`src/hw/rtl/gcdc_pkg.sv`:
```
// Shared types, constants and tables for the geographic to dipole rotation core.
package gcdc_pkg;

    localparam int QF          = 30;   // internal fraction bits
    localparam int W           = 36;   // CORDIC word width
    localparam int V_W         = 39;   // scaled input angle width
    localparam int TRIG_W      = 32;   // sine / cosine word width
    localparam int VEC_W       = 34;   // unit vector component width
    localparam int COEF_W      = 17;   // matrix coefficient width
    localparam int MP_W        = COEF_W + VEC_W;
    localparam int ZC_W        = 32;   // clamped z width
    localparam int REM_W       = 62;   // square root remainder width
    localparam int ROOT_W      = 31;   // square root result width
    localparam int DEF_ANGLE_FRAC_BITS = 16;
    localparam int DEF_CORDIC_STAGES   = 18;

    typedef logic signed [W-1:0]      t_word;
    typedef logic signed [COEF_W-1:0] t_coef;
    typedef t_coef                    t_mat [0:2][0:2];

    localparam t_word Q_ONE      = 36'sd1073741824;
    localparam t_word Q_PI       = 36'sd3373259426;
    localparam t_word Q_HALF_PI  = 36'sd1686629713;
    localparam t_word Q_TWO_PI   = 36'sd6746518853;
    localparam t_word Q_INV_GAIN = 36'sd652032874;

    // 2^44 / (2pi in Q30), rounded, for the quotient estimate of the range reduction
    localparam logic [12:0] RECIP_TWO_PI = 13'd2608;

    localparam t_mat DIP_MAT = '{
        '{17'sd19248, -17'sd61722, -17'sd10716},
        '{17'sd62564,  17'sd19511,  17'sd0},
        '{17'sd3190,  -17'sd10230,  17'sd64654}
    };

    function automatic t_word atan_q30(input int idx);
        t_word a;
        case (idx)
            0:  a = 36'sd843314857;
            1:  a = 36'sd497837829;
            2:  a = 36'sd263043837;
            3:  a = 36'sd133525159;
            4:  a = 36'sd67021687;
            5:  a = 36'sd33543516;
            6:  a = 36'sd16775851;
            7:  a = 36'sd8388437;
            8:  a = 36'sd4194283;
            9:  a = 36'sd2097149;
            10: a = 36'sd1048576;
            11: a = 36'sd524288;
            12: a = 36'sd262144;
            13: a = 36'sd131072;
            14: a = 36'sd65536;
            15: a = 36'sd32768;
            16: a = 36'sd16384;
            17: a = 36'sd8192;
            18: a = 36'sd4096;
            19: a = 36'sd2048;
            20: a = 36'sd1024;
            21: a = 36'sd512;
            22: a = 36'sd256;
            23: a = 36'sd128;
            24: a = 36'sd64;
            25: a = 36'sd32;
            26: a = 36'sd16;
            27: a = 36'sd8;
            28: a = 36'sd4;
            29: a = 36'sd2;
            30: a = 36'sd1;
            default: a = '0;
        endcase
        return a;
    endfunction

endpackage

```
`src/hw/rtl/gcdc_sqrt_cell.sv`:
```
// One result bit of a pipelined floor square root, registered.
module gcdc_sqrt_cell #(
    parameter int BIT    = 0,
    parameter int SIDE_W = 1
) (
    input  logic                              i_clk,
    input  logic                              i_rst_n,
    input  logic                              i_valid,
    input  logic [gcdc_pkg::REM_W-1:0]        i_rem,
    input  logic [gcdc_pkg::ROOT_W-1:0]       i_root,
    input  logic [SIDE_W-1:0]                 i_side,
    output logic                              o_valid,
    output logic [gcdc_pkg::REM_W-1:0]        o_rem,
    output logic [gcdc_pkg::ROOT_W-1:0]       o_root,
    output logic [SIDE_W-1:0]                 o_side
);
    import gcdc_pkg::*;

    logic [REM_W-1:0]  trial, n_rem;
    logic [ROOT_W-1:0] n_root;
    logic              r_valid;
    logic [REM_W-1:0]  r_rem;
    logic [ROOT_W-1:0] r_root;
    logic [SIDE_W-1:0] r_side;

    // (root + 2^b)^2 - root^2
    always_comb begin
        trial = (REM_W'(i_root) << (BIT + 1)) + (REM_W'(1) << (2 * BIT));
        if (i_rem >= trial) begin
            n_rem  = i_rem - trial;
            n_root = i_root | (ROOT_W'(1) << BIT);
        end else begin
            n_rem  = i_rem;
            n_root = i_root;
        end
    end

    always_ff @(posedge i_clk) begin
        if (!i_rst_n) begin
            r_valid <= 1'b0;
        end else begin
            r_valid <= i_valid;
        end
    end

    always_ff @(posedge i_clk) begin
        r_rem  <= n_rem;
        r_root <= n_root;
        r_side <= i_side;
    end

    assign o_valid = r_valid;
    assign o_rem   = r_rem;
    assign o_root  = r_root;
    assign o_side  = r_side;

endmodule

```
`config.mk`:
```
export PLATFORM = sky130hd
export DESIGN_NAME = gcdc_sqrt_cell
export DESIGN_NICKNAME = d
export VERILOG_FILES = /design/src/hw/rtl/gcdc_pkg.sv /design/src/hw/rtl/gcdc_sqrt_cell.sv
export SDC_FILE = /design/constraint.sdc
export NUM_CORES = 1
export LEC_CHECK = 0
export BUFFER_PORTS_ARGS = -buffer_cell sky130_fd_sc_hd__buf_2
export CAP_MARGIN = 5
export CORE_ASPECT_RATIO = 1.25
export CORE_MARGIN = 2
export CORE_UTILIZATION = 40
export DETAILED_ROUTE_END_ITERATION = 10
export MAX_ROUTING_LAYER = met4
export PLACE_DENSITY = 0.67
export SYNTH_ARGS = -nofsm -noshare
export SYNTH_HDL_FRONTEND = slang
export SYNTH_SLANG_ARGS = --single-unit
```
`constraint.sdc`:
```
create_clock -name i_clk -period 10 [get_ports i_clk]
set_input_delay 2 -clock i_clk [delete_from_list [all_inputs] [get_ports i_clk]]
set_output_delay 2 -clock i_clk [all_outputs]
set_load 0.01 [all_outputs]
```
# --- After elaboration in Yosys (flattened, before gate mapping) ---
# Index checks and enable logic that the tools add are counted.
word_totals:
  register_bits: 95
  word_cells: 9
op_classes:
  n_lt_le_gt_ge: 1
  muxes: 1
  add_sub_neg: 2
ops:
  columns: ["operator", "n"]
  rows:
  - ["62-bit by 33-bit >= comparator with 1-bit output", 1]
  - ["62-bit two-way mux", 1]
  - ["62-bit by 33-bit subtractor with 62-bit output", 1]
  - ["32-bit by 1-bit adder with 33-bit output, second input constant", 1]

# --- Depth between registers and ports, before layout ---
# Gate-level depths: netlist of the first run.
depth:
  depth_word: 3
  depth_mapped: 15
  mapped_depth_nobuf: 11

# --- Worst setup path after synthesis of the first run ---
# No wires, ideal clock.
synth_timing:
  path_kind: "input to register"
  start: "input i_root[10] (netlist bit)"
  end: "register r_rem[26] (netlist: o_rem[26])"
  stages: 12
  n_path_buf: 2
  t_arrival_ns: 4.582
  setup_slack_ns: 5.297
  t_required_ns: 9.878
  setup_time_ns: 0.122
  cell_sequence: "inv_1 ha_1 a21oi_1 nand2_1 o311a_1 a31o_2 o2111ai_1 nand2_1 buf_2 buf_2 nor2_1 a21oi_1"
synth_between:
  elab_chain_len: 3
  elab_cells_between_ends: 4
  cone_classes: "2 x add/sub; 1 x order compare; 1 x mux"
synth_lines:
  columns: ["item", "line_no", "rtl"]
  rows:
  - ["start: declaration", "gcdc_sqrt_cell.sv:10", "input logic [gcdc_pkg::ROOT_W-1:0] i_root,"]
  - ["32-bit by 1-bit adder with 33-bit output *", "gcdc_sqrt_cell.sv:28", "trial = (REM_W'(i_root) << (BIT + 1)) + (REM_W'(1) << (2 * BIT));"]
  - ["62-bit by 33-bit subtractor with 62-bit output / 62-bit by 33-bit >= comparator with 1-bit output (equally long branches)", "gcdc_sqrt_cell.sv:30, gcdc_sqrt_cell.sv:29", null]
  - ["62-bit two-way mux *", "gcdc_sqrt_cell.sv:29", "if (i_rem >= trial) begin"]
  - ["via n_rem[26]", "gcdc_sqrt_cell.sv:19", "logic [REM_W-1:0] trial, n_rem;"]
  - ["end signal: assignment", "gcdc_sqrt_cell.sv:47", "r_rem <= n_rem;"]
  - ["end: declaration", "gcdc_sqrt_cell.sv:22", "logic [REM_W-1:0] r_rem;"]
# Mark *: on every way through the listed nets, which the timed path passes. The rest lies on a longest branch.
# A chain may end at the register's enable or synchronous reset.

# --- Worst setup path in the final report of the first run ---
layout_timing:
  start: "input i_rem[11] (netlist bit)"
  end: "register r_rem[4] (netlist: o_rem[4])"
layout_between:
  elab_chain_len: 2
layout_lines:
  columns: ["item", "line_no", "rtl"]
  rows:
  - ["start: declaration", "gcdc_sqrt_cell.sv:9", "input logic [gcdc_pkg::REM_W-1:0] i_rem,"]
  - ["62-bit by 33-bit >= comparator with 1-bit output", "gcdc_sqrt_cell.sv:29", null]
  - ["62-bit two-way mux", "gcdc_sqrt_cell.sv:29", null]
  - ["via n_rem[4]", "gcdc_sqrt_cell.sv:19", null]
# The timed path passes the listed nets, and every way through them passes these cells.

==> impl_metrics.tcl, run 1 <==
set metrics [dict create \
    avgSynthCellArea_um2 8.450 \
    routed_wl_um 14280 \
    numCtsBuffers 9 \
    place_congestion 0.8848 \
    ys_seq_area_share_pct 38.02 \
    synth_edf_count 0 \
    synthTopCellsByArea "dfxtp_1 (38%), ha_1 (8.0%), xnor2_1 (7.5%)" \
    period_share_pct 54.63 \
    p_switching_uw 298.2 \
    seqPwrFrac_pct 41.9 \
    grt_max_degree 57 \
    netSwitchingFraction_pct 28.89 \
    diodes 0 \
    antenna_left 0 \
    grt_overflow_total 0 \
    final_cell_mix "buf_2 (191), dfxtp_1 (95), a21oi_1 (69)" \
    cp.required_ns 10.23 \
    synthSimpleGateAreaFrac_pct 19.56 \
    grt_usage_pct 21.79 \
    synthCells 592 \
    dr.first_iter.drc_count 202 \
    ys_seq_elements 95 \
    synth_top_family_by_area "simple AND/OR/NAND/NOR gates" \
    synthMuxAreaShare_pct 1.576 \
    start_util_pct 41.13 \
    die_w_um 104.0 \
    yosys.area.top_type_share_pct 38.02 \
    hold_buffers 0 \
    max_freq_mhz 183.1 \
    vdd_ir_drop_max_mv 0.07996 \
    synth_fp_nets 722 \
    finalCoreUtilization_pct 52.52 \
    synth-adder-area-share_pct 8.404 \
    yosysTopAreaCell "dfxtp_1" \
    synth.distinct_cells 58 \
    drive_gt1_share_pct 28.57 \
    clock_path_buffers 2 \
    grt_pass1_wl_um 22890 \
    drv_cap 0 \
    worstMarginPinSlew_ns 1.026 \
    area.growth.synth_to_final_pct 27.69 \
    drc 0 \
    cp_top_family "compound AO/OA/AOI/OAI gates" \
    final_common_cell "buf_2" \
    vias_per_cell 5.077 \
    vias 4813 \
    cp_slowest_cell "nand2_2" \
    htreeDepth 3 \
    power_frac_clock_pct 33.0 \
    antenna_found_initial 0 \
    p_leak_nw 2.982 \
    power.density_nw_per_um2 161.6 \
    power.internal_uw 733.8 \
    hold_viol 0 \
    io_buffers 191 \
    rows 45 \
    grt_pass1_vias 4876 \
    criticalPathCategory "primary input to flop" \
    period_needed_ns 5.463 \
    path_max_fanout 56 \
    cts_root_buffer "clkbuf_16" \
    synth_compound_area_share_pct 17.31 \
    dp_hpwl_um 11760 \
    critPathLaunchType "primary input" \
    ys_warn_count 0 \
    cts_tree "yes" \
    ys.flop_type "dfxtp_1" \
    p_total_mw 1.032 \
    arrival_ns 5.70 \
    core_um2 12160 \
    fin_nets 909 \
    ioPinCount 192 \
    cpPeakStageDelay_ns 0.77 \
    final-setup-viol-count 0 \
    clock_sinks 95 \
    async_reset_ff_share_pct 0 \
    die_area_um2 13420 \
    path_buf_inv 1 \
    synth-xor-area-share_pct 10.33 \
    post_drt_wl_per_cell_um 15.07 \
    outcome "complete, no violations" \
    crit_start "i_rem[11]" \
    netlist_area_um2 5002 \
    worstHoldStart "i_side" \
    maxSlewHeadroom_pct 31.35 \
    drv_slew 0 \
    hold_path.class "primary input to flop" \
    fp.dieH_um 129.0 \
    combPwrFrac_pct 25.1 \
    cts_resized 0 \
    nFillCells 1220 \
    endpoint_kind "flop" \
    drt_pre_antenna_iters 4 \
    fin_setup_tns_ns 0 \
    clk_pin_slew_ns 0.06 \
    cp_cell_sequence "buf_2 -> ha_1 -> a21oi_1 -> nand2_1 -> o311a_1 -> a31o_2 -> o2111ai_1 -> nand2_2 -> mux2_2" \
    postCtsSetupBuffers 0 \
    rsz0062_at_grt "no" \
]
-- path summary, 6_finish.rpt --
check / slack, ns / end / depth (start not counted)
max: 4.54 / o_rem[4] / 9
min: 1.76 / o_side / 1
-- metal layers --
layer / GRT usage [%] / part of all wire [%] / vias up
met5: - / 0 / -
met4: 9.300 / 2.7 / 0
met3: 3.270 / 5.8 / 28
met2: 40.02 / 51 / 185
met1: 23.49 / 40 / 2161
li1: - / - / 2439
-- area by class of cell --
type	instances	area, µm²	share of cell area (%)
clock buffer	13	250.2	3.918
clock inverter	3	42.54	0.6660
inverter	45	168.9	2.644
multi-input combinational	437	2863	44.82
sequential	95	1902	29.77
tap	164	205.2	3.213
timing repair buffer	191	955.9	14.97
-- power groups by stage --
stage               clock network (mW)  logic (mW)  registers (mW)
global placement                     0       0.255           0.441
global route                     0.365       0.285           0.436
floorplan                            0       0.129           0.465
CTS                              0.347       0.259           0.433
detailed placement                   0       0.258           0.441
finish                           0.341       0.259           0.433
-- Yosys cell counts (7+ instances only) --
library cell / n
nor2_1: 60
or3_1: 7
a21oi_1: 69
o21bai_1: 9
clkbuf_1: 8
xor2_1: 16
nand3_1: 12
nand4_1: 9
nor4_1: 9
mux2_2: 7
o21ai_0: 21
dfxtp_1: 95
xnor2_1: 43
nor3_1: 12
inv_1: 45
ha_1: 32
nand2_1: 50
-- cell families (layout without fill, tap and decap cells) --
logic type	Yosys count	in the layout
buffers and inverters	60	252
xor gates and xnor gates	59	59
and+or+nand+nor	198	198
AOI/OAI and AO/OA	140	140
adders and majority gates	33	33
DFF	95	95
muxes	7	7
-- registers in the layout (all words and copies together) (netlist names) --
register and flops:
o_valid 1, o_side 1, o_root 31, o_rem 62
-- per-stage QoR --
| step | instances | cell area, µm² | hold WS, ns | setup WS [ns] |
|---|---|---|---|---|
| 2_1_floorplan | 592 | 5002 | 2.028 | 5.297 |
| 3_3_place_gp | 932 | 6095 | 2.104 | 4.289 |
| 3_5_place_dp | 932 | 6095 | 2.113 | 4.192 |
| 4_1_cts | 948 | 6387 | 1.757 | 4.532 |
| 5_1_grt | 948 | 6387 | 1.753 | 4.223 |
| 6_report | 948 | 6387 | 1.761 | 4.537 |
No activity file was read; power rests on OpenSTA's default activity.
==> run 2, diff against run 1 <==
==> constraint.sdc (replaced) <==
create_clock -name i_clk -period 5.4 [get_ports i_clk]
set_input_delay 1.08 -clock i_clk [delete_from_list [all_inputs] [get_ports i_clk]]
set_output_delay 1.08 -clock i_clk [all_outputs]
set_load 0.01 [all_outputs]
==> run 2 against run 1 <==
Net effect:
- sequential share of layout area down 0.29 points
- die area unchanged
- clock power up 89%
- cell count up 0.84%
- via count up 2.2%
- non-clock buffer count up 7
- critical path type unchanged
- flip-flop and latch count unchanged
- sequential power up 85%
- first-iteration DRC count down 24%
==> impl_metrics.tcl, run 2 (same netlist as run 1, synthesis figures left out) <==
set metrics [dict create \
    regArea_um2 1902 \
    vdd_ir_drop_max_mv 0.1627 \
    maxSlewHeadroom_pct 49.42 \
    path_max_fanout 31 \
    clock_sinks 95 \
    worstMarginPinSlew_ns 0.7588 \
    place_ws_ns 1.032 \
    final_cell_mix "buf_2 (191), dfxtp_1 (95), a21oi_1 (69)" \
    numCtsBuffers 9 \
    die_w_um 104.0 \
    grt_pass1_wl_um 23070 \
    arrival_ns 4.28 \
    rows 45 \
    fp.dieH_um 129.0 \
    grt_overflow_total 0 \
    ioPinCount 192 \
    clock_path_buffers 2 \
    criticalPathCategory "primary input to flop" \
    cp.required_ns 5.67 \
    dr.first_iter.drc_count 154 \
    grt_pass1_vias 4857 \
    endpoint_kind "flop" \
    final_common_cell "buf_2" \
    nFillCells 1161 \
    cts_resized 0 \
    multiInputGateArea_um2 2863 \
    drc 0 \
    p_leak_nw 3.013 \
    cp_cell_sequence "buf_2 -> inv_1 -> ha_1 -> nand2_1 -> nor3_1 -> nand2_1 -> nor4_1 -> nand4b_1 -> and4_4 -> nand2_2 -> buf_4 -> nor2_1 -> a21oi_1" \
    vias_per_cell 5.143 \
    grt_max_degree 32 \
    critPathLaunchType "primary input" \
    power.density_nw_per_um2 298.7 \
    p_total_mw 1.927 \
    post_drt_wl_per_cell_um 15.21 \
    fin_setup_tns_ns 0 \
    start_util_pct 41.13 \
    routed_wl_um 14540 \
    drv_cap 0 \
    placed_cell_area_um2 6147 \
    postCtsSetupBuffers 0 \
    area.growth.synth_to_final_pct 28.94 \
    hold_path.class "primary input to flop" \
    cts_root_buffer "clkbuf_16" \
    drive_gt1_share_pct 29.33 \
    hold_viol 0 \
    period_share_pct 74.18 \
    final-setup-viol-count 0 \
    outcome "complete, no violations" \
    drt_pre_antenna_iters 4 \
    max_freq_mhz 249.6 \
    core_um2 12160 \
    fin_nets 916 \
    setup_slack_ns 1.394 \
    largest_register_ff_count 62 \
    io_buffers 191 \
    critPathMostFrequentCell "nand2_1" \
    dp_hpwl_um 11990 \
    place_congestion 0.8690 \
    clk_pin_slew_ns 0.07 \
    htreeDepth 3 \
    cts_tree "yes" \
    path_buf_inv 3 \
    drv_slew 0 \
    cp_top_family "simple AND/OR/NAND/NOR gates" \
    period_needed_ns 4.006 \
    antenna_found_initial 1 \
    cpPeakStageDelay_ns 0.53 \
    cp_slowest_cell "nand2_2" \
    grt_usage_pct 22.07 \
    antenna_left 0 \
    hold_buffers 0 \
    rsz0062_at_grt "no" \
    vias 4917 \
    fin_area_um2 6450 \
    die_area_um2 13420 \
]
-- run 2: cell types whose count changed in the layout (fill, tap and decap cells not counted) --
cell        previous run  this run
clkbuf_1               3         2
clkinvlp_4             1         2
buf_4                  0         7
clkinv_2               1         0
diode_2                0         1
inv_6                  0         1
-- run 2: final cells by class --
class / instances / area share (%)
Multi-Input combinational cell: 437 / 44.38
Sequential cell: 95 / 29.49
Timing Repair Buffer: 198 / 15.64
Clock buffer: 12 / 3.822
Tap cell: 164 / 3.181
Inverter: 45 / 2.619
Clock inverter: 4 / 0.8341
Antenna cell: 1 / 0.03880
-- run 2: report_power, final --
group / total [mW] / internal [mW] / switching [mW]
clock network: 0.646 / 0.374 / 0.272
registers: 0.802 / 0.782 / 0.0203
logic: 0.479 / 0.206 / 0.273
total: 1.93 / 1.36 / 0.565
-- run 2: metal layers --
| metal | vias to the layer above | track usage (%) | share of wire, % |
|---|---|---|---|
| met2 | 159 | 40.17 | 52 |
| li1 | 2447 | - | - |
| met5 | - | - | 0 |
| met4 | 0 | 6.995 | 1.8 |
| met3 | 24 | 5.382 | 5.5 |
| met1 | 2287 | 23.74 | 41 |
-- run 2: path summary, 6_finish.rpt --
| kind | startpoint | end | slack, ns | depth (start not counted) |
|---|---|---|---|---|
| worst max-delay path | i_root[15] | o_rem[15] | 1.39 | 13 |
| worst min-delay path | i_side | o_side | 0.84 | 1 |
-- run 2: per-stage QoR --
step,instances,util (%),hold slack (ns)
after floorplan,592,-,1.108
after global placement,939,50.55,1.185
after detailed placement,939,50.55,1.189
after CTS,955,53.01,0.8283
after global routing,956,53.04,0.8323
final,956,53.04,0.8369
==> run 3, diff against run 2 <==
==> constraint.sdc (replaced) <==
create_clock -name i_clk -period 4.2 [get_ports i_clk]
set_input_delay 0.84 -clock i_clk [delete_from_list [all_inputs] [get_ports i_clk]]
set_output_delay 0.84 -clock i_clk [all_outputs]
set_load 0.01 [all_outputs]
==> run 3 against run 2 <==
Net effect:
- cell count rose by 0.31%
- global-route usage rose by 0.59 points
- cell area rose by 0.21%
- flip-flop and latch count did not move
- combinational power rose by 29%
- first-iteration DRC count rose by 10%
- utilization rose by 0.11 points
- die area did not move
- via count rose by 0.92%
- power rose by 26%
- wire length rose by 2.9%
- critical path type unchanged
- critical endpoint is now o_rem[11]
- largest power group unchanged
==> impl_metrics.tcl, run 3 (same netlist as run 1, synthesis figures left out) <==
set metrics [dict create \
    dpl.cell_count 943 \
    fin_nets 920 \
    final_common_cell "buf_2" \
    ioPinCount 192 \
    arrival_ns 3.90 \
    rows 45 \
    grt_pass1_wl_um 23450 \
    drt_pre_antenna_iters 4 \
    period_needed_ns 3.624 \
    clock_sinks 95 \
    fin_area_um2 6464 \
    hold_path.class "primary input to flop" \
    routed_wl_um 14960 \
    place_ws_ns 0.2574 \
    largest_register_ff_count 62 \
    grt_usage_pct 22.66 \
    cts_resized 0 \
    diodes 0 \
    critPathLaunchType "primary input" \
    period_share_pct 86.28 \
    vias_per_cell 5.174 \
    crit_start "i_rem[50]" \
    dr.first_iter.drc_count 170 \
    fin_setup_tns_ns 0 \
    numCtsBuffers 9 \
    vias 4962 \
    placed_cell_area_um2 6177 \
    dp_hpwl_um 12380 \
    final-setup-viol-count 0 \
    nFillCells 1201 \
    core_um2 12160 \
    finalCoreUtilization_pct 53.15 \
    endpoint_kind "flop" \
    drive_gt1_share_pct 29.81 \
    path_max_fanout 18 \
    cts_root_buffer "clkbuf_16" \
    hold_viol 0 \
    antenna_found_initial 0 \
    hold_buffers 0 \
    start_util_pct 41.13 \
    clk_pin_slew_ns 0.06 \
    criticalPathCategory "primary input to flop" \
    grt_overflow_total 0 \
    vdd_ir_drop_max_mv 0.2339 \
    post_drt_wl_per_cell_um 15.60 \
    worstHoldStart "i_side" \
    cp.required_ns 4.47 \
    drv_cap 0 \
    setup_slack_ns 0.5761 \
    area.growth.synth_to_final_pct 29.21 \
    postCtsSetupBuffers 0 \
    drv_slew 0 \
    hold_depth 1 \
    p_total_mw 2.435 \
    maxSlewHeadroom_pct 46.74 \
    io_buffers 191 \
    grt_max_degree 19 \
    rsz0062_at_grt "no" \
    htreeDepth 3 \
    cts_tree "yes" \
    drc 0 \
    max_freq_mhz 275.9 \
    die_area_um2 13420 \
    power.density_nw_per_um2 376.7 \
    place_congestion 0.9618 \
    fp.dieH_um 129.0 \
    final_cell_mix "buf_2 (191), dfxtp_1 (95), a21oi_1 (69)" \
    worstMarginPinSlew_ns 0.7989 \
    die_w_um 104.0 \
    holdWs_ns 0.5967 \
    p_leak_nw 3.020 \
    outcome "complete, no violations" \
    clock_path_buffers 2 \
    grt_pass1_vias 4969 \
    antenna_left 0 \
    final_cells 959 \
]
[run 3: changes by cell type in the layout (fill, tap and decap cells not counted), sizes merged]
| cell | before | now |
|---|---|---|
| bufinv | 1 | 0 |
| clkinvlp | 2 | 4 |
| inv | 46 | 45 |
| diode | 1 | 0 |
| buf | 198 | 202 |
[run 3: area by class of cell]
cell class	instances	area (µm²)	share of cell area, %
tap	164	205.2	3.175
clock buffer	12	256.5	3.968
multi-input combinational	437	2863	44.29
timing repair buffer	202	1039	16.07
clock inverter	4	30.03	0.4646
inverter	45	168.9	2.613
sequential	95	1902	29.42
[run 3: critical path, stage by stage]
cell      delay (ns)
buf_2           0.12
or4_1           0.55
nor4_1          0.29
nand2b_1        0.19
or4b_1          0.52
nand4b_1        0.23
and4_4          0.29
nand2_2         0.40
buf_4           0.28
nor2_1          0.05
a21oi_1         0.12
[run 3: power breakdown]
| group | switching, mW | total [mW] | internal [mW] |
|---|---|---|---|
| sequential | 0.0281 | 1.03 | 1.01 |
| clock | 0.348 | 0.782 | 0.434 |
| combinational | 0.353 | 0.619 | 0.266 |
[run 3: path summary, 6_finish.rpt]
path | endpoint | slack (ns)
min | o_side | 0.60
max | o_rem[11] | 0.58
[run 3: layer usage]
layer  wire [µm]  GRT usage, %
met1        5989         24.16
met2        7670         41.22
met3         880         4.276
met4         422         9.777
met5           0             -
