**config.mk**
```make
export PLATFORM = sky130hd
export DESIGN_NAME = gcdc_cordic_cell
export DESIGN_NICKNAME = d
export VERILOG_FILES = /design/src/hw/rtl/gcdc_pkg.sv /design/src/hw/rtl/gcdc_cordic_cell.sv
export SDC_FILE = /design/constraint.sdc
export NUM_CORES = 1
export LEC_CHECK = 0
export BUFFER_PORTS_ARGS = -buffer_cell sky130_fd_sc_hd__buf_4
export CORE_MARGIN = 2
export CORE_UTILIZATION = 35
export DETAILED_ROUTE_END_ITERATION = 8
export SLEW_MARGIN = 20
export SYNTH_ARGS = -nofsm -noshare
export SYNTH_HDL_FRONTEND = slang
export SYNTH_SLANG_ARGS = --single-unit
```
**constraint.sdc**
```tcl
create_clock -name i_clk -period 12.65 [get_ports i_clk]
set_clock_uncertainty 0.2 [all_clocks]
set_input_delay 1.265 -clock i_clk [delete_from_list [all_inputs] [get_ports i_clk]]
set_output_delay 1.265 -clock i_clk [all_outputs]
set_load 0.01 [all_outputs]
```
**src/hw/rtl/gcdc_pkg.sv**
```systemverilog
// Shared types, constants and tables for the geographic to dipole rotation core.
package gcdc_pkg;

    localparam int QF          = 30;   // internal fraction bits
    localparam int W           = 36;   // CORDIC word width
    localparam int V_W         = 39;   // scaled input angle width
    localparam int TRIG_W      = 32;   // sine / cosine word width
    localparam int VEC_W       = 34;   // unit vector component width
    localparam int COEF_W      = 17;   // matrix coefficient width
    localparam int MP_W        = COEF_W + VEC_W;
    localparam int ZC_W        = 32;   // clamped z width
    localparam int REM_W       = 62;   // square root remainder width
    localparam int ROOT_W      = 31;   // square root result width
    localparam int DEF_ANGLE_FRAC_BITS = 16;
    localparam int DEF_CORDIC_STAGES   = 18;

    typedef logic signed [W-1:0]      t_word;
    typedef logic signed [COEF_W-1:0] t_coef;
    typedef t_coef                    t_mat [0:2][0:2];

    localparam t_word Q_ONE      = 36'sd1073741824;
    localparam t_word Q_PI       = 36'sd3373259426;
    localparam t_word Q_HALF_PI  = 36'sd1686629713;
    localparam t_word Q_TWO_PI   = 36'sd6746518853;
    localparam t_word Q_INV_GAIN = 36'sd652032874;

    // 2^44 / (2pi in Q30), rounded, for the quotient estimate of the range reduction
    localparam logic [12:0] RECIP_TWO_PI = 13'd2608;

    localparam t_mat DIP_MAT = '{
        '{17'sd19248, -17'sd61722, -17'sd10716},
        '{17'sd62564,  17'sd19511,  17'sd0},
        '{17'sd3190,  -17'sd10230,  17'sd64654}
    };

    function automatic t_word atan_q30(input int idx);
        t_word a;
        case (idx)
            0:  a = 36'sd843314857;
            1:  a = 36'sd497837829;
            2:  a = 36'sd263043837;
            3:  a = 36'sd133525159;
            4:  a = 36'sd67021687;
            5:  a = 36'sd33543516;
            6:  a = 36'sd16775851;
            7:  a = 36'sd8388437;
            8:  a = 36'sd4194283;
            9:  a = 36'sd2097149;
            10: a = 36'sd1048576;
            11: a = 36'sd524288;
            12: a = 36'sd262144;
            13: a = 36'sd131072;
            14: a = 36'sd65536;
            15: a = 36'sd32768;
            16: a = 36'sd16384;
            17: a = 36'sd8192;
            18: a = 36'sd4096;
            19: a = 36'sd2048;
            20: a = 36'sd1024;
            21: a = 36'sd512;
            22: a = 36'sd256;
            23: a = 36'sd128;
            24: a = 36'sd64;
            25: a = 36'sd32;
            26: a = 36'sd16;
            27: a = 36'sd8;
            28: a = 36'sd4;
            29: a = 36'sd2;
            30: a = 36'sd1;
            default: a = '0;
        endcase
        return a;
    endfunction

endpackage

```
**src/hw/rtl/gcdc_cordic_cell.sv**
```systemverilog
// One CORDIC micro-rotation cell, rotation or vectoring mode, registered.
module gcdc_cordic_cell #(
    parameter int SHIFT     = 0,
    parameter bit VECTORING = 1'b0,
    parameter int SIDE_W    = 1
) (
    input  logic                i_clk,
    input  logic                i_rst_n,
    input  logic                i_valid,
    input  gcdc_pkg::t_word     i_x,
    input  gcdc_pkg::t_word     i_y,
    input  gcdc_pkg::t_word     i_z,
    input  logic [SIDE_W-1:0]   i_side,
    output logic                o_valid,
    output gcdc_pkg::t_word     o_x,
    output gcdc_pkg::t_word     o_y,
    output gcdc_pkg::t_word     o_z,
    output logic [SIDE_W-1:0]   o_side
);
    import gcdc_pkg::*;

    localparam t_word ANGLE = atan_q30(SHIFT);

    t_word dx, dy, n_x, n_y, n_z;
    logic  pos;
    logic  r_valid;
    t_word r_x, r_y, r_z;
    logic [SIDE_W-1:0] r_side;

    always_comb begin
        dx  = i_y >>> SHIFT;
        dy  = i_x >>> SHIFT;
        pos = VECTORING ? !(i_y > 0) : (i_z >= 0);
        if (pos) begin
            n_x = i_x - dx;
            n_y = i_y + dy;
            n_z = i_z - ANGLE;
        end else begin
            n_x = i_x + dx;
            n_y = i_y - dy;
            n_z = i_z + ANGLE;
        end
    end

    always_ff @(posedge i_clk) begin
        if (!i_rst_n) begin
            r_valid <= 1'b0;
        end else begin
            r_valid <= i_valid;
        end
    end

    always_ff @(posedge i_clk) begin
        r_x    <= n_x;
        r_y    <= n_y;
        r_z    <= n_z;
        r_side <= i_side;
    end

    assign o_valid = r_valid;
    assign o_x     = r_x;
    assign o_y     = r_y;
    assign o_z     = r_z;
    assign o_side  = r_side;

endmodule

```
Word level (Yosys, flattened, before mapping) --
Cells that the tools add are included.
Storage, ports and cells: register bits after elaboration 110, input bits 112, logic and storage cells 14
Cells by class: add/sub/neg operators 5, $lt $le $gt $ge 1, multiplexer cells 3
Operators with widths (count):
- 36-bit 2-to-1 mux | 3
- 36-bit subtractor | 2
- 36-bit by 31-bit adder with 36-bit output, second input constant | 1
- 36-bit adder | 1
- 36-bit by 1-bit greater-or-equal comparator with 1-bit output, second input constant | 1
- 36-bit by 31-bit subtractor with 36-bit output, second input constant | 1

Logic depth before layout (Yosys ltp) --
Gate-level depths: netlist of run 1.
word-level depth 2, mapped depth 20, depth with buffers taken out 17

Least setup slack after synthesis of run 1 --
No wires, ideal clock.
path type in2reg, from input i_z[35], to register r_z[25] (netlist: o_z[25]), arrival time 5313 ps, setup slack 7065 ps, stages on the path 19, path buffers 3, path through inv_1 -> ha_1 -> nor4b_1 -> nand4_1 -> nor3_1 -> nand2b_1 -> buf_2 -> buf_2 -> buf_1 -> ha_1 -> o21ai_0 -> o21ai_1 -> a31oi_2 -> o21ai_1 -> a211o_1 -> a211o_1 -> a21o_1 -> a21oi_1 -> xnor2_1
Between the ends: word-level cells in the longest chain between the ends 2
RTL lines:
- from (decl) | RTL line gcdc_cordic_cell.sv:12 | input gcdc_pkg::t_word i_z,
- 36-bit by 1-bit greater-or-equal comparator with 1-bit output | RTL line gcdc_cordic_cell.sv:33 | pos = VECTORING ? !(i_y > 0) : (i_z >= 0);
- 36-bit 2-to-1 mux | RTL line gcdc_cordic_cell.sv:34 | if (pos) begin
- net n_z[25] | RTL line gcdc_cordic_cell.sv:24 | t_word dx, dy, n_x, n_y, n_z;
- to (signal assigned) | RTL line gcdc_cordic_cell.sv:56 | r_z <= n_z;
- to (decl) | RTL line gcdc_cordic_cell.sv:27 | t_word r_x, r_y, r_z;
The timed path passes the listed nets, and every way through them passes these cells. A chain may end at the register's enable or synchronous reset.

Worst setup path after layout of run 1 --
from input i_z[35], to register r_z[34] (netlist: o_z[34])
Same word-level chain as after synthesis.

==> flow_summary.rst, run 1 <==
.. list-table::
   :header-rows: 1

   * - Metric
     - Value
   * - Result of the run
     - finished, final reports clean
   * - Setup fix buffers added after clock tree synthesis
     - 0
   * - Area of all sequential standard cells
     - about 0.0022 mm^2
   * - # resized after CTS
     - 0
   * - Final HPWL from detailed placement
     - ~28,000 um
   * - Via count of the first global-routing pass
     - 9,936
   * - Classification of the worst setup path
     - in -> reg
   * - Vias per Instance
     - 5.49
   * - Wire length of the first global-routing pass
     - around 55,000 um
   * - Sequential group share of total power
     - about a third
   * - Count of unique library cells instantiated by Yosys
     - 77
   * - Die Footprint
     - ~0.031 mm^2
   * - Worst-Margin Slew
     - roughly 0.89 ns
   * - Number of buffers and inverters on the critical path
     - 4
   * - Via count
     - 10.5k
   * - Biggest area contributors in the synthesized netlist
     - sky130_fd_sc_hd__dfxtp_1, sky130_fd_sc_hd__ha_1, sky130_fd_sc_hd__a21oi_1, sky130_fd_sc_hd__xnor2_1, sky130_fd_sc_hd__inv_1
   * - Cell type with the highest aggregate area in the netlist
     - sky130_fd_sc_hd__dfxtp_1
   * - Number of remaining DRC errors
     - 0
   * - Post-layout min period
     - between 5 and 6 ns
   * - Worst vdd ir
     - slightly above 0.00006 V
   * - Total length of routed wires
     - between 30,000 and 40,000 um
   * - Clock root buffer
     - sky130_fd_sc_hd__clkbuf_16
   * - Crit path cell chain
     - buf_4 > inv_1 > ha_1 > nor4b_1 > nand4_1 > nor3_1 > nand2b_4 > inv_2 > buf_4 > ha_1 > a2111oi_0 > o21ai_1 > a221oi_2 > o21a_1 > nand2_1 > a221oi_1 > o21ai_0 > xnor2_1
   * - Final weighted congestion in routability-driven placement
     - around 0.96
   * - Clk sinks
     - between 100 and 150
   * - Antenna viol nets, final
     - 0
   * - Row count
     - 62
   * - Proportion of power drawn by combinational gates
     - 46.2%
   * - #FFs+latches synth
     - 109
   * - Net load switching power
     - 548 uW
   * - Worst Setup Start Kind
     - primary input
   * - Fraction of registers with async set or reset after synthesis
     - 0%
   * - Leakage power of the design
     - between 5 and 6 nW
   * - Number of pins with negative max-slew slack in the final report
     - 0
   * - Highest-count cells in the layout ignoring fill and taps
     - sky130_fd_sc_hd__buf_4, sky130_fd_sc_hd__a21oi_1, sky130_fd_sc_hd__ha_1, sky130_fd_sc_hd__inv_1, sky130_fd_sc_hd__dfxtp_1
   * - Yosys warnings
     - 0
   * - Initial antenna violation count
     - 0
   * - Arrival time of data at the critical path endpoint
     - 5.63 ns
   * - Detailed router's first-iteration violation count
     - 977
   * - Largest buffer count on any clock path
     - 2
   * - Net total in the final layout
     - 1,781
   * - Tightest Hold Check Type
     - in -> reg
   * - Critical path data required time
     - between 10 and 15 ns
   * - Top-Level Pins
     - between 200 and 250
   * - Largest stage delay on the critical path
     - about 0.47 ns
   * - CP endpoint kind
     - register
   * - Detailed-route wire length per cell
     - between 15 and 20 um
   * - Master of the slowest instance on the critical path
     - sky130_fd_sc_hd__ha_1
   * - Number of hold buffers added after cts
     - 0
   * - Max Clock Freq
     - 180 MHz
   * - Total global-route track usage
     - between 20% and 30%
   * - Die Y-Extent
     - 176 um
   * - Total standard cell area after synthesis
     - 0.0103 mm^2
   * - Port-buffer cells
     - 221
   * - Die Width
     - about 180 um
   * - Synth top area share
     - around a fifth
   * - Final worst path period share
     - 44.0%
   * - Final setup violation count
     - 0
   * - Maximum net fanout on the critical path
     - 67
   * - Final cell area excluding filler cells
     - between 0.01 and 0.015 mm^2
   * - Initial core utilization
     - 35.7%
   * - Number of detailed-route iterations in the first pass
     - 6
   * - Average size of a mapped cell
     - around 7.7 um^2
   * - Share of the core filled with cells in the final layout
     - between 40% and 50%
   * - Share of layout cells above drive strength 1
     - between 10% and 20%
   * - Sw frac
     - about two fifths
   * - Final-report hold violation count
     - 0
   * - Pwr per Cell Area
     - roughly 110 mW/mm^2
   * - Maximum number of pins on one net before global-route repair
     - 75
   * - Clock share of power
     - approximately 22%
   * - Synth-to-Final Area Change
     - 21.2%
   * - Synth Flop Type
     - sky130_fd_sc_hd__dfxtp_1
   * - Number of enable flip-flop cells after synthesis
     - 0
   * - Cells after synthesis
     - 1,349
   * - Core box area
     - between 0.02 and 0.03 mm^2
   * - Number of levels the H-tree was split into
     - 3
   * - # Max-Cap Violations
     - 0
   * - Filler Cell Count
     - about 3.0k
   * - Footprint of the multi-input gates
     - between 0.007 and 0.008 mm^2
   * - RSZ-0062 raised after global routing
     - false
   * - Count of antenna diodes in the layout
     - 0
   * - CTS tree
     - done
   * - Syn nets
     - ~1.6k
   * - Remaining global-route overflow
     - 0
   * - Clock buffer count from CTS
     - 9
   * - Family of cells with the greatest summed delay on the critical path
     - compound AO/OA/AOI/OAI gates
   * - Clock edge transition at the registers on the reported setup and hold paths
     - 0.09 ns
   * - Pint
     - 842 uW
   * - Placed Instance Area
     - 0.0122 mm^2
   * - Total design power
     - 1.39 mW
   * - Most common cell after layout, fill and taps aside
     - sky130_fd_sc_hd__buf_4
   * - Max-slew headroom at the worst pin
     - 39.4%
   * - Register area share after synthesis
     - 21.1%
   * - Total Negative Setup Slacks
     - 0 ns
-- per-layer routing --
| layer | vias to the layer above | global-route usage [%] | part of all wire, % | wire [um] |
|---|---|---|---|---|
| li1 | 5143 | - | - | - |
| met1 | 4843 | 30.2 | 45 | 15900 |
| met2 | 473 | 36.4 | 46 | 16000 |
| met3 | 46 | 3.18 | 6.6 | 2300 |
| met4 | 0 | 7.13 | 2.3 | 818 |
| met5 | - | 0 | 0 | 0 |
-- cells in the mapped netlist, types with 18 or more instances --
master	count
sky130_fd_sc_hd__inv_1	116
sky130_fd_sc_hd__buf_2	18
sky130_fd_sc_hd__nand2_1	80
sky130_fd_sc_hd__o21bai_1	23
sky130_fd_sc_hd__a211oi_1	18
sky130_fd_sc_hd__dfxtp_1	109
sky130_fd_sc_hd__a21oi_1	184
sky130_fd_sc_hd__xnor2_1	86
sky130_fd_sc_hd__nor2_1	105
sky130_fd_sc_hd__o21ai_0	85
sky130_fd_sc_hd__a21o_1	47
sky130_fd_sc_hd__clkbuf_1	26
sky130_fd_sc_hd__ha_1	140
sky130_fd_sc_hd__nor3_1	18
sky130_fd_sc_hd__nand3_1	25
-- state kept, by name (all words and copies together) (netlist names) --
register and flops:
o_x 36, o_z 36, o_y 35, o_side 1, o_valid 1
-- path summary, 6_finish.rpt --
kind  startpoint  cells after the start  slack [ns]       to
max      i_z[35]                     18        7.08  o_z[34]
min       i_side                      1        0.79   o_side
-- power groups by stage --
stage	sequential [mW]	clock (mW)	combinational (mW)
after floorplan	0.494	0	0.331
after global placement	0.456	0	0.638
after detailed placement	0.456	0	0.638
after CTS	0.449	0.310	0.641
after global routing	0.457	0.325	0.697
final	0.448	0.301	0.642
-- area by class of cell --
| type | count | area share [%] |
|---|---|---|
| Multi-Input combinational cell | 1060 | 59.4 |
| Sequential cell | 109 | 17.4 |
| Timing Repair Buffer | 223 | 13.4 |
| Tap cell | 384 | 3.83 |
| Inverter | 122 | 3.65 |
| Clock buffer | 9 | 1.80 |
| Clock inverter | 7 | 0.549 |
-- kinds of logic after synthesis --
family / count (synthesis) / synth area share (%)
AO/OA/AOI/OAI: 487 / 29.9
XOR/XNOR: 103 / 8.72
adder cells (fa/ha/maj): 144 / 17.7
buffers and inverters: 180 / 6.97
flip-flops: 109 / 21.1
multiplexers: 11 / 1.08
AND/OR/NAND/NOR: 315 / 14.6
-- per-stage QoR --
step                      instances  setup WS, ns  hold slack, ns
final                          1914          7.08           0.791
after floorplan                1349          7.07            1.09
after global routing           1914          6.64           0.770
after global placement         1898          6.77            1.17
after detailed placement       1898          6.62            1.17
after CTS                      1914          7.00           0.773
(Power assumes the default switching activity.)
==> run 2, diff against run 1 <==
clock period = 4.9 ns   (was 12.65 ns; I/O delays follow)
==> run 2 against run 1 <==
Power increased to 2.6 times the previous value. Sequential power grew to 2.6 times the previous value. Routed wire length decreased by 0.32%. Worst setup slack lost 6.4 ns. Hold slack got worse by 0.77 ns. Cell count up 0.31%. Sequential share of layout area down 0.055 points. Critical path type unchanged. Largest power group unchanged. Highest routed layer is now met5.
==> flow_summary.rst, run 2 (synthesis gave the netlist of run 1 again) <==
.. list-table::
   :header-rows: 1

   * - Metric
     - Value
   * - Clock share of power
     - around a fifth
   * - Highest-count cells in the layout ignoring fill and taps
     - sky130_fd_sc_hd__buf_4, sky130_fd_sc_hd__a21oi_1, sky130_fd_sc_hd__ha_1, sky130_fd_sc_hd__inv_1, sky130_fd_sc_hd__dfxtp_1
   * - Worst Setup Start Kind
     - primary input
   * - Pwr per Cell Area
     - between 200 and 300 mW/mm^2
   * - Number of buffers and inverters on the critical path
     - 4
   * - Die Width
     - between 150 and 200 um
   * - RSZ-0062 raised after global routing
     - false
   * - Wire length of the first global-routing pass
     - 53,300 um
   * - Total Negative Setup Slacks
     - 0 ns
   * - Initial antenna violation count
     - 2
   * - Post-layout min period
     - around 4.2 ns
   * - Final weighted congestion in routability-driven placement
     - 0.938
   * - CP endpoint kind
     - register
   * - Sequential group share of total power
     - between 30% and 40%
   * - Worst-Margin Slew
     - 0.943 ns
   * - Leakage power of the design
     - about 5.9 nW
   * - Share of layout cells above drive strength 1
     - roughly 18%
   * - # Max-Cap Violations
     - 0
   * - Number of hold buffers added after cts
     - 0
   * - Pint
     - between 2 and 2.5 mW
   * - Final setup violation count
     - 0
   * - Arrival time of data at the critical path endpoint
     - around 4.3 ns
   * - Result of the run
     - finished, final reports clean
   * - Via count
     - roughly 11k
   * - Sw frac
     - 38.3%
   * - Crit path cell chain
     - buf_4 > inv_1 > ha_1 > nor4b_1 > nand4_1 > nor3_1 > nand2b_4 > inv_2 > buf_4 > ha_1 > a2111oi_0 > o21ai_1 > a221oi_2 > o21a_1 > nand2_1 > a221oi_1 > o21ai_0 > xnor2_1
   * - Vias per Instance
     - approximately 5.5
   * - Setup fix buffers added after clock tree synthesis
     - 0
   * - Most common cell after layout, fill and taps aside
     - sky130_fd_sc_hd__buf_4
   * - Antenna viol nets, final
     - 0
   * - Classification of the worst setup path
     - in -> reg
   * - Critical path data required time
     - between 4 and 5 ns
   * - Clock edge transition at the registers on the reported setup and hold paths
     - 0.08 ns
   * - Family of cells with the greatest summed delay on the critical path
     - compound AO/OA/AOI/OAI gates
   * - Number of levels the H-tree was split into
     - 3
   * - Net total in the final layout
     - 1,786
   * - Number of remaining DRC errors
     - 0
   * - Initial core utilization
     - 35.7%
   * - Core box area
     - 0.0289 mm^2
   * - Clock root buffer
     - sky130_fd_sc_hd__clkbuf_16
   * - Die Footprint
     - about 0.031 mm^2
   * - Number of pins with negative max-slew slack in the final report
     - 0
   * - Clk sinks
     - approximately 110
   * - Via count of the first global-routing pass
     - roughly 10k
   * - Final-report hold violation count
     - 0
   * - Detailed router's first-iteration violation count
     - approximately 1k
   * - Detailed-route wire length per cell
     - roughly 18 um
   * - Largest stage delay on the critical path
     - between 0.4 and 0.5 ns
   * - Tightest Hold Check Type
     - in -> reg
   * - Clock buffer count from CTS
     - 9
   * - Largest buffer count on any clock path
     - 2
   * - Maximum number of pins on one net before global-route repair
     - between 80 and 90
   * - Synth-to-Final Area Change
     - 21.6%
   * - Net load switching power
     - roughly 1.4 mW
   * - CTS tree
     - done
   * - Final Hold Slack
     - between 0.015 and 0.02 ns
   * - Die Y-Extent
     - roughly 180 um
   * - Maximum net fanout on the critical path
     - 35
   * - Worst vdd ir
     - 0.000147 V
   * - Master of the slowest instance on the critical path
     - sky130_fd_sc_hd__a221oi_2
   * - Final HPWL from detailed placement
     - ~28,000 um
   * - Max Clock Freq
     - approximately 240 MHz
   * - Row count
     - slightly above 60
   * - Total global-route track usage
     - a little over a fifth
   * - Top-Level Pins
     - 222
   * - Total length of routed wires
     - 34,900 um
   * - Proportion of power drawn by combinational gates
     - about 47%
   * - Post-Place Worst Slack
     - between 0.3 and 0.4 ns
   * - Final worst path period share
     - a little under nine tenths
   * - Number of detailed-route iterations in the first pass
     - 6
   * - Port-buffer cells
     - about 220
   * - Total design power
     - 3.57 mW
   * - Max-slew headroom at the worst pin
     - between 30% and 40%
   * - Final worst-path setup slack
     - ~0.69 ns
   * - Remaining global-route overflow
     - 0
   * - # resized after CTS
     - 0
==> run 2: cell type report <==
cell class | count | area, um^2
diodes | 1 | 2.50
clock buffers | 11 | 253
clock inverters | 5 | 41.3
fillers | 2984 | 16400
inverters | 122 | 458
multi-input cells | 1060 | 7450
flip-flops and latches | 109 | 2180
well taps | 384 | 480
repair buffers | 228 | 1710
==> run 2: path summary, 6_finish.rpt <==
path,start,end,slack [ns],cells past startpoint
worst min-delay path,i_side,o_side,0.02,1
worst max-delay path,i_z[35],o_z[34],0.69,18
==> run 2: per-stage QoR <==
step           instance area (um^2)  cells  utilization [%]
2_1_floorplan                 10300   1349                -
3_3_place_gp                  12300   1903             42.4
3_5_place_dp                  12300   1903             42.4
4_1_cts                       12600   1919             43.5
5_1_grt                       12600   1919             43.5
6_report                      12600   1920             43.5
==> run 2: routing by layer <==
metal / share of wire [%] / global-route usage [%] / up-vias
li1: - / - / 5135
met1: 45 / 29.6 / 4895
met2: 46 / 35.8 / 472
met3: 7.2 / 3.46 / 54
met4: 2.1 / 6.30 / 2
met5: 0.043 / 0 / -
==> run 2: power by group through the flow <==
stage	logic (mW)	registers, mW	clock network (mW)
final	1.67	1.15	0.746
after global routing	1.81	1.17	0.809
after CTS	1.66	1.15	0.772
after detailed placement	1.65	1.17	0
after global placement	1.65	1.17	0
after floorplan	0.854	1.27	0
==> run 3, diff against run 2 <==
REMOVE_ABC_BUFFERS = 1   (was unset)
SLEW_MARGIN = 30   (was 20)
==> run 3 against run 2 <==
Routed wire length grew 1.5%. Hold slack improved by 0.0073 ns. Sequential share of layout area about the same. First-iteration DRC count down 13%. Highest routed layer is now met4. Largest cell class unchanged. Die area did not move. Clock-buffer cell count decreased by 2. Clock power is 4.7% higher. Combinational power about the same.
==> flow_summary.rst, run 3 (synthesis gave the netlist of run 1 again) <==
.. list-table::
   :header-rows: 1

   * - Metric
     - Value
   * - Final HPWL from detailed placement
     - 28,600 um
   * - Met1 usage in global routing
     - 30.5%
   * - Die Width
     - ~180 um
   * - Final weighted congestion in routability-driven placement
     - ~0.94
   * - Initial antenna violation count
     - 0
   * - Number of detailed-route iterations in the first pass
     - 5
   * - Global-route track usage on met3
     - 3.01%
   * - Die Y-Extent
     - around 180 um
   * - Synth-to-Final Area Change
     - 21.8%
   * - Number of pins with negative max-slew slack in the final report
     - 0
   * - Max Clock Freq
     - approximately 240 MHz
   * - Classification of the worst setup path
     - in -> reg
   * - Max-slew headroom at the worst pin
     - a little over two fifths
   * - Final-report hold violation count
     - 0
   * - Number of levels the H-tree was split into
     - 3
   * - Tightest Hold Check Type
     - in -> reg
   * - Final worst-path setup slack
     - around 0.66 ns
   * - Initial core utilization
     - 35.7%
   * - Detailed-route wire length per cell
     - roughly 18 um
   * - Number of hold buffers added after cts
     - 0
   * - Highest-count cells in the layout ignoring fill and taps
     - sky130_fd_sc_hd__buf_4, sky130_fd_sc_hd__a21oi_1, sky130_fd_sc_hd__ha_1, sky130_fd_sc_hd__inv_1, sky130_fd_sc_hd__dfxtp_1
   * - Net total in the final layout
     - approximately 1.8k
   * - Post-Place Worst Slack
     - ~0.33 ns
   * - Worst vdd ir
     - ~0.00016 V
   * - Port-buffer cells
     - 221
   * - CP endpoint kind
     - register
   * - Pwr per Cell Area
     - between 200 and 300 mW/mm^2
   * - Maximum number of pins on one net before global-route repair
     - 70
   * - Worst-Margin Slew
     - 0.833 ns
   * - Vias per Instance
     - roughly 5.5
   * - Maximum net fanout on the critical path
     - 9
   * - Clock edge transition at the registers on the reported setup and hold paths
     - about 0.090 ns
   * - Via count
     - between 10k and 15k
   * - CTS tree
     - done
   * - Footprint of the multi-input gates
     - 0.00745 mm^2
   * - Final cell area excluding filler cells
     - between 0.01 and 0.015 mm^2
   * - Count of antenna diodes in the layout
     - 0
   * - Arrival time of data at the critical path endpoint
     - approximately 4.3 ns
   * - Top-Level Pins
     - around 220
   * - Clock buffer count from CTS
     - 9
   * - Total Negative Setup Slacks
     - 0 ns
   * - Clock root buffer
     - sky130_fd_sc_hd__clkbuf_16
   * - Final worst path period share
     - between 80 and 90%
   * - Result of the run
     - finished, final reports clean
   * - Wire length of the first global-routing pass
     - between 50,000 and 60,000 um
   * - Area of all sequential standard cells
     - 0.00218 mm^2
   * - Via count of the first global-routing pass
     - 10.2k
   * - Total global-route track usage
     - between 20% and 30%
   * - Met2 demand-to-capacity share in global routing
     - a little under two fifths
   * - Worst Setup Start Kind
     - primary input
   * - Most common cell after layout, fill and taps aside
     - sky130_fd_sc_hd__buf_4
   * - # Max-Cap Violations
     - 0
   * - Leakage power of the design
     - roughly 6 nW
   * - Number of remaining DRC errors
     - 0
   * - Total length of routed wires
     - around 35,000 um
   * - # resized after CTS
     - 0
   * - RSZ-0062 raised after global routing
     - false
   * - Share of layout cells above drive strength 1
     - 18.0%
   * - Detailed router's first-iteration violation count
     - 884
   * - Core box area
     - 0.0289 mm^2
   * - Top Usage Layer GRT
     - met2
   * - Die Footprint
     - between 0.03 and 0.04 mm^2
   * - Filler Cell Count
     - slightly below 3k
   * - Clk sinks
     - 109
   * - Antenna viol nets, final
     - 0
   * - Final setup violation count
     - 0
   * - Row count
     - 62
   * - Setup fix buffers added after clock tree synthesis
     - 0
   * - Largest buffer count on any clock path
     - 2
   * - Placed Instance Area
     - between 0.01 and 0.015 mm^2
   * - Final Hold Slack
     - about 0.027 ns
   * - Post-layout min period
     - 4.24 ns
   * - Critical path data required time
     - a little under 5 ns
   * - Remaining global-route overflow
     - 0
## run 3: cell count changes in the layout (fill, tap and decap cells not counted)
cell                         before  now
sky130_fd_sc_hd__clkinv_4         1    2
sky130_fd_sc_hd__diode_2          1    0
sky130_fd_sc_hd__clkbuf_8         2    0
sky130_fd_sc_hd__clkinvlp_4       2    0
sky130_fd_sc_hd__buf_4          228  230
sky130_fd_sc_hd__inv_6            2    1
sky130_fd_sc_hd__clkinv_8         0    2
sky130_fd_sc_hd__inv_8            0    2
## run 3: final timing paths
kind	start	to	slack [ns]	cells past startpoint
hold / removal	i_side	o_side	0.03	1
setup / recovery	i_z[0]	o_z[34]	0.66	15
## run 3: per-stage QoR
stage | util, % | power [mW] | instances
finish | 43.6 | 3.61 | 1921
global route | 43.6 | 3.82 | 1921
CTS | 43.6 | 3.62 | 1921
detailed placement | 42.5 | 2.82 | 1905
global placement | 42.5 | 2.83 | 1905
floorplan | - | 2.11 | 1291
## run 3: per-layer routing
layer  wire length (um)  vias up
met5                  0        -
met1              16400     4964
met3               2320       42
met4                609        0
met2              16100      449
li1                   -     5140
## run 3: area by class of cell
type	count	area share (%)
multi-input combinational	1060	59.1
clock inverter	7	0.645
tap	384	3.81
clock buffer	9	1.79
sequential	109	17.3
inverter	122	3.63
timing repair buffer	230	13.7
## run 3: worst max-delay path, stage by stage
cell,delay (ns)
sky130_fd_sc_hd__buf_4,0.14
sky130_fd_sc_hd__nor4_1,0.46
sky130_fd_sc_hd__nand4_1,0.15
sky130_fd_sc_hd__nor3_1,0.25
sky130_fd_sc_hd__nand2b_4,0.25
sky130_fd_sc_hd__inv_2,0.10
sky130_fd_sc_hd__ha_1,0.30
sky130_fd_sc_hd__a2111oi_0,0.44
sky130_fd_sc_hd__o21ai_1,0.22
sky130_fd_sc_hd__a221oi_2,0.41
sky130_fd_sc_hd__o21a_1,0.24
sky130_fd_sc_hd__nand2_1,0.09
sky130_fd_sc_hd__a221oi_1,0.40
sky130_fd_sc_hd__o21ai_0,0.18
sky130_fd_sc_hd__xnor2_1,0.16
## run 3: power by group
part | internal [mW] | switching, mW
sequential | 1.09 | 0.0688
clock | 0.367 | 0.414
combinational | 0.727 | 0.939
total | 2.19 | 1.42
